--- config.mk ---
export PLATFORM = sky130hd
export DESIGN_NAME = tcw_front
export DESIGN_NICKNAME = d
export VERILOG_FILES = /design/src/rtl/core/tcw_pkg.sv /design/src/rtl/core/tcw_front.sv
export SDC_FILE = /design/constraint.sdc
export NUM_CORES = 1
export LEC_CHECK = 0
export ABC_CLOCK_PERIOD_IN_PS = 4930
export BUFFER_PORTS_ARGS = -buffer_cell sky130_fd_sc_hd__buf_2
export CELL_PAD_IN_SITES_DETAIL_PLACEMENT = 1
export CELL_PAD_IN_SITES_GLOBAL_PLACEMENT = 1
export CORE_UTILIZATION = 46
export CTS_CLUSTER_SIZE = 16
export DETAILED_ROUTE_END_ITERATION = 10
export MAX_ROUTING_LAYER = met4
export PLACE_DENSITY_LB_ADDON = 0.1
export REMOVE_ABC_BUFFERS = 1
export SLEW_MARGIN = 20
export SYNTH_ARGS = -nofsm -noshare
export SYNTH_HDL_FRONTEND = slang
export SYNTH_SLANG_ARGS = --single-unit
--- constraint.sdc ---
create_clock -name i_clk -period 4.93 [get_ports i_clk]
set_clock_uncertainty 0.05 [all_clocks]
set_input_delay 0.493 -clock i_clk [delete_from_list [all_inputs] [get_ports i_clk]]
set_output_delay 0.493 -clock i_clk [all_outputs]
set_load 0.01 [all_outputs]
--- src/rtl/core/tcw_pkg.sv ---
// Package for the text console writer: shared types and constants.
package tcw_pkg;

    localparam int IDX_W = 11;
    localparam int POS_W = 11;
    localparam int CELL_W = 16;

    localparam logic [7:0] CH_BS = 8'd8;
    localparam logic [7:0] CH_TAB = 8'd9;
    localparam logic [7:0] CH_NL = 8'd10;
    localparam logic [7:0] CH_CR = 8'd13;
    localparam logic [7:0] CH_SPACE = 8'h20;
    localparam logic [7:0] RESET_COLOR = 8'h0F;
    localparam logic [15:0] RESET_CELL = 16'h0F20;

    typedef enum logic [2:0] {
        OP_READ,
        OP_NL,
        OP_CR,
        OP_TAB,
        OP_BS,
        OP_CHAR
    } t_op;

    typedef enum logic [2:0] {
        S_CLEAR,
        S_IDLE,
        S_RDWAIT,
        S_TAB,
        S_CHECK,
        S_SCRL,
        S_FILL,
        S_DONE
    } t_state;

    typedef struct packed {
        t_op              op;
        logic [7:0]       char_code;
        logic [IDX_W-1:0] read_index;
    } t_cmd;

    typedef struct packed {
        logic valid;
        t_cmd cmd;
    } t_head;

    typedef struct packed {
        logic take;
        logic clearing;
    } t_back_ctl;

endpackage

--- src/rtl/core/tcw_front.sv ---
// Front end: classifies incoming requests and holds them in a two-entry queue.
module tcw_front (
    input  logic                     i_clk,
    input  logic                     i_rst_n,
    input  logic                     push,
    output logic                     full,
    input  logic                     i_cmd,
    input  logic [7:0]               i_char_code,
    input  logic [tcw_pkg::IDX_W-1:0] i_read_index,
    input  tcw_pkg::t_back_ctl       i_ctl,
    output tcw_pkg::t_head           o_head
);

    tcw_pkg::t_cmd r_slot [2];
    logic          r_rd, n_rd;
    logic          r_wr, n_wr;
    logic [1:0]    r_cnt, n_cnt;
    tcw_pkg::t_cmd new_cmd;
    logic          do_push;
    logic          do_pop;

    always_comb begin
        new_cmd.char_code  = i_char_code;
        new_cmd.read_index = i_read_index;
        if (i_cmd) begin
            new_cmd.op = tcw_pkg::OP_READ;
        end else begin
            case (i_char_code)
                tcw_pkg::CH_NL:  new_cmd.op = tcw_pkg::OP_NL;
                tcw_pkg::CH_CR:  new_cmd.op = tcw_pkg::OP_CR;
                tcw_pkg::CH_TAB: new_cmd.op = tcw_pkg::OP_TAB;
                tcw_pkg::CH_BS:  new_cmd.op = tcw_pkg::OP_BS;
                default:         new_cmd.op = tcw_pkg::OP_CHAR;
            endcase
        end
    end

    assign full    = (r_cnt == 2'd2) || i_ctl.clearing;
    assign do_push = push && !full;
    assign do_pop  = i_ctl.take && (r_cnt != 2'd0);

    always_comb begin
        n_rd  = r_rd ^ do_pop;
        n_wr  = r_wr ^ do_push;
        n_cnt = r_cnt + {1'b0, do_push} - {1'b0, do_pop};
    end

    always_ff @(posedge i_clk) begin
        if (!i_rst_n) begin
            r_rd  <= 1'b0;
            r_wr  <= 1'b0;
            r_cnt <= 2'd0;
        end else begin
            r_rd  <= n_rd;
            r_wr  <= n_wr;
            r_cnt <= n_cnt;
        end
    end

    always_ff @(posedge i_clk) begin
        if (do_push) begin
            r_slot[r_wr] <= new_cmd;
        end
    end

    assign o_head.valid = (r_cnt != 2'd0);
    assign o_head.cmd   = r_slot[r_rd];

endmodule

Word level (Yosys, flattened, before mapping)
Memory sizes are Yosys's and may differ from the RTL's. A register that Yosys moved wholly into a read port is not among the register bits.
Index checks and enable logic that the tools add are counted.
- logic and storage cells: 23
- bits in registers: 4
- output and inout bits: 24
- memories kept: 1
- RAM bits: 44
- bits of input ports: 25
- memories (memory ; depth ; bits a word ; read ports ; clocked after memory_dff ; write ports ; RTL line ; RTL):
    r_slot ; 2 ; 22 ; 1 ; 1 ; 1 ; tcw_front.sv:14 ; tcw_pkg::t_cmd r_slot [2];
- bitwise logic cells: 2
- $add $sub $neg: 2
- reduce and logical (&&, ||, !) cells: 5
- mux-type cells: 5
- equal/unequal tests: 5
- operator list (operator ; number):
    8-bit by 4-bit == test with 1-bit output (second input constant) ; 4
    3-bit one-hot mux with 4 select lines ; 1
    1-bit two-way mux ; 3
    3-bit two-way mux ; 1
    2-bit by 1-bit adder with 2-bit output ; 1
    2-bit == test (second input constant) ; 1
    1-bit logical AND ; 2
    2-bit nonzero test ; 1
    2-bit by 1-bit subtractor with 2-bit output ; 1
    1-bit bitwise XOR ; 2
    1-bit logical NOT ; 1
    1-bit logical OR ; 1

Longest topological paths before layout
- depth after elaboration: 6
- gate-level depth with buffers: 9
- gate-level depth less buffers: 9

Worst setup path after synthesis
Ideal clock, no wire load.
- kind: input port to flip-flop
- start: input port i_ctl[0] in the netlist's numbering
- end: memory r_slot[1][0] in the netlist's numbering, enable pin
- stages: 3
- path buffers: 0
- required time: 4.499 ns
- data arrival time: 1.434 ns
- setup time: 0.381 ns
- slack: 3.066 ns
- cell sequence: a21oi_1 -> and2_1 -> ha_1
- longest elaborated chain between the ends: 5
- ends and longest elaborated chain (what ; RTL line ; RTL):
    start: declaration ; tcw_front.sv:10 ; input tcw_pkg::t_back_ctl i_ctl,
    1-bit logical OR ; tcw_front.sv:38 ; assign full = (r_cnt == 2'd2) || i_ctl.clearing;
    1-bit logical NOT ; tcw_front.sv:39 ; assign do_push = push && !full;
    1-bit logical AND ; tcw_front.sv:39 ;
    1-bit two-way mux ; tcw_front.sv:61 ; if (do_push) begin
    1-bit two-way mux (implied by the code) ; tcw_front.sv:62 ; r_slot[r_wr] <= new_cmd;
    end: declaration ; tcw_front.sv:14 ;
No other way between the ends.

==> reports/results.ini <==
[synthesis]
synthAdderAreaFrac = 0.0262
synthMuxAreaShare = 0.135
netlist_area_um2 = 1910
yosys.area_share.simple = 0.0491
yosysTopAreaCell = edfxtp_1
syn_inst = 103
synth_top_family_by_area = multiplexers
synth_compound_area_frac = 0.0118
seq_area_frac_synth = 0.743
synth.ff_latch_count = 49
postSynthAreaPerCell_um2 = 18.6
netlist.area_leader.share = 0.691
ys_warn_count = 0
synth_xor_area_frac = 0.0183
synth_cell_types = 18
synth.area.top_cells = edfxtp_1 (69%), mux2_2 (14%), dfxtp_1 (5.2%)

[placement]
dp.cells = 199
dpl.hpwl_um = 2230
io_buffers = 48
place_congestion = 0.628

[pwr]
ir_drop_mv = 0.245
p_per_area_nw_per_um2 = 454
p_leak_nw = 0.876

[floorplan]
die_area_um2 = 4420
core_area_um2 = 4000
die_x_um = 66.5
die_y_um = 66.5
rows = 23
io_pins = 49
start_util = 0.478

[grt]
grt_pass1_vias = 1026
grt_max_degree = 23
grt_pass1_wl_um = 4950
grt_use_total = 0.172
antenna_found_initial = 0
grt_overflow = 0

[critical_path]
timing.critical_path.buf_inv = 1
cp_top_family = flip-flops
crit_arrival_ps = 1830
reg2reg_depth = 4
cp_cell_sequence = mux2_2, buf_2
cpMaxStageDelayCell = dfxtp_1
cp.required_ps = 4390
critPathMaxFanout = 22
rr_startpoint = r_cnt[0]
end_kind = output port
r2r_setup_slack_ps = 2800
cp-start-kind = flop
cp_slowest_stage_delay_ps = 960
critical_path_class = reg -> out
r2r_end = r_slot[1][17]

[drt]
first_pass_iters = 4
routed_wl_um = 3230
drc = 0
routedWlPerCell_um = 15.6
postRouteAntennaNets = 0
drt_iter0_drc = 36
viasPerCell = 4.82
routed-via-count = 998

[timing]
worstMarginPinSlew_ps = 1050
hold_viol = 0
setup_viol = 0
period_needed_ps = 2370
fmax_ghz = 0.422
rsz0062_at_grt = false
tns_ps = 0
max_slew_margin = 0.302
slew_violations = 0
fin_crit_sh = 0.480

[cts]
cts_buffer_depth = 2
cts_hold_buf = 0
cts_tree = yes
cts_resized = 0
clk_pin_slew_worst_paths_ps = 80
cts_setup_buffers = 0
cts-buffers-inserted = 5
clk_latency_ps = 300
cts.htree.levels = 2
clock_sinks = 49
clockRootBuffer = clkbuf_8

[cells_and_area]
layout_common_cells = buf_2 (48), edfxtp_1 (44), mux2_2 (23)
n_antenna_cell = 0
synthToLayoutAreaGrowth_pct = 20.6
drive_gt1_frac = 0.510
fillers = 395
nets = 185
layoutNonFillerInstCount = 207
final_util = 0.576
final_common_cell = buf_2

[min_path]
whs_path_depth = 1
min-delay-start = i_read_index[9]
whs_endpoint = r_slot[0][9]
hold_path_class = in -> reg

[status]
outcome = finished clean

[flow_run]
maxCapViolations = 0

## worst max path at each step
stage / start / to / slack, ps / cells after the start
global placement: i_ctl[0] / r_slot[0][7] / 2670 / 4
floorplan: i_ctl[0] / r_slot[1][0] / 3070 / 3
finish: flop / o_head[17] / 2560 / 2
CTS: flop / o_head[17] / 2470 / 2
detailed placement: i_ctl[0] / r_slot[1][8] / 2580 / 4
global route: flop / o_head[17] / 2380 / 2
## registers in the layout, summed over array words and instances (netlist names), named ones only
signal,cells
r_slot,44
r_cnt,2
r_wr,1
r_rd,1
## cells in the mapped netlist
cell type  count
or2_2          1
inv_1          4
ha_1           4
edfxtp_1      44
nand2_1        1
nor4_1         1
dfxtp_1        5
and2_2         1
nor2_1         2
nor2b_1        3
xor2_1         1
o21a_1         1
a21oi_1        3
xnor2_1        3
and2_1         3
nor4bb_4       1
mux2_2        23
buf_4          2
## final cells by class
type,count,area (um^2),area share
clock inverters,2,33.8,0.0147
flip-flops and latches,49,1420,0.616
inverters,4,15.0,0.00651
repair buffers,48,240,0.104
clock buffers,6,72.6,0.0315
well taps,50,62.6,0.0271
multi-input cells,48,460,0.200
## power by group
group          total (mW)  switching (mW)  internal (mW)
Clock               0.274           0.124          0.150
Sequential          0.535          0.0373          0.498
Combinational       0.237           0.108          0.129
## cell families after synthesis
group | after synthesis
XOR/XNOR | 4
buffers and inverters | 6
adder cells (fa/ha/maj) | 4
multiplexers | 23
AO/OA/AOI/OAI | 4
AND/OR/NAND/NOR | 13
flip-flops | 49
## routing by layer
metal,up-vias,share of wire,track usage
li1,489,-,-
met1,476,0.41,0.182
met3,6,0.056,0.0497
met4,0,0.025,0.120
met2,27,0.51,0.277
met5,-,0,-
## worst register-to-register path: stages (launching register included)
cell	delay [ps]
dfxtp_1	370
inv_1	50
a21oi_1	230
and2_1	190
ha_1	860
## metrics by stage
step | cell area (um^2) | power (mW) | setup WS (ps) | hold slack (ps)
2_1_floorplan | 1900 | 0.691 | 3070 | 454
3_3_place_gp | 2200 | 0.776 | 2670 | 477
3_5_place_dp | 2200 | 0.789 | 2580 | 499
4_1_cts | 2310 | 1.06 | 2470 | 312
5_1_grt | 2310 | 1.10 | 2380 | 316
6_report | 2310 | 1.05 | 2560 | 326
(Power assumes the default switching activity.)
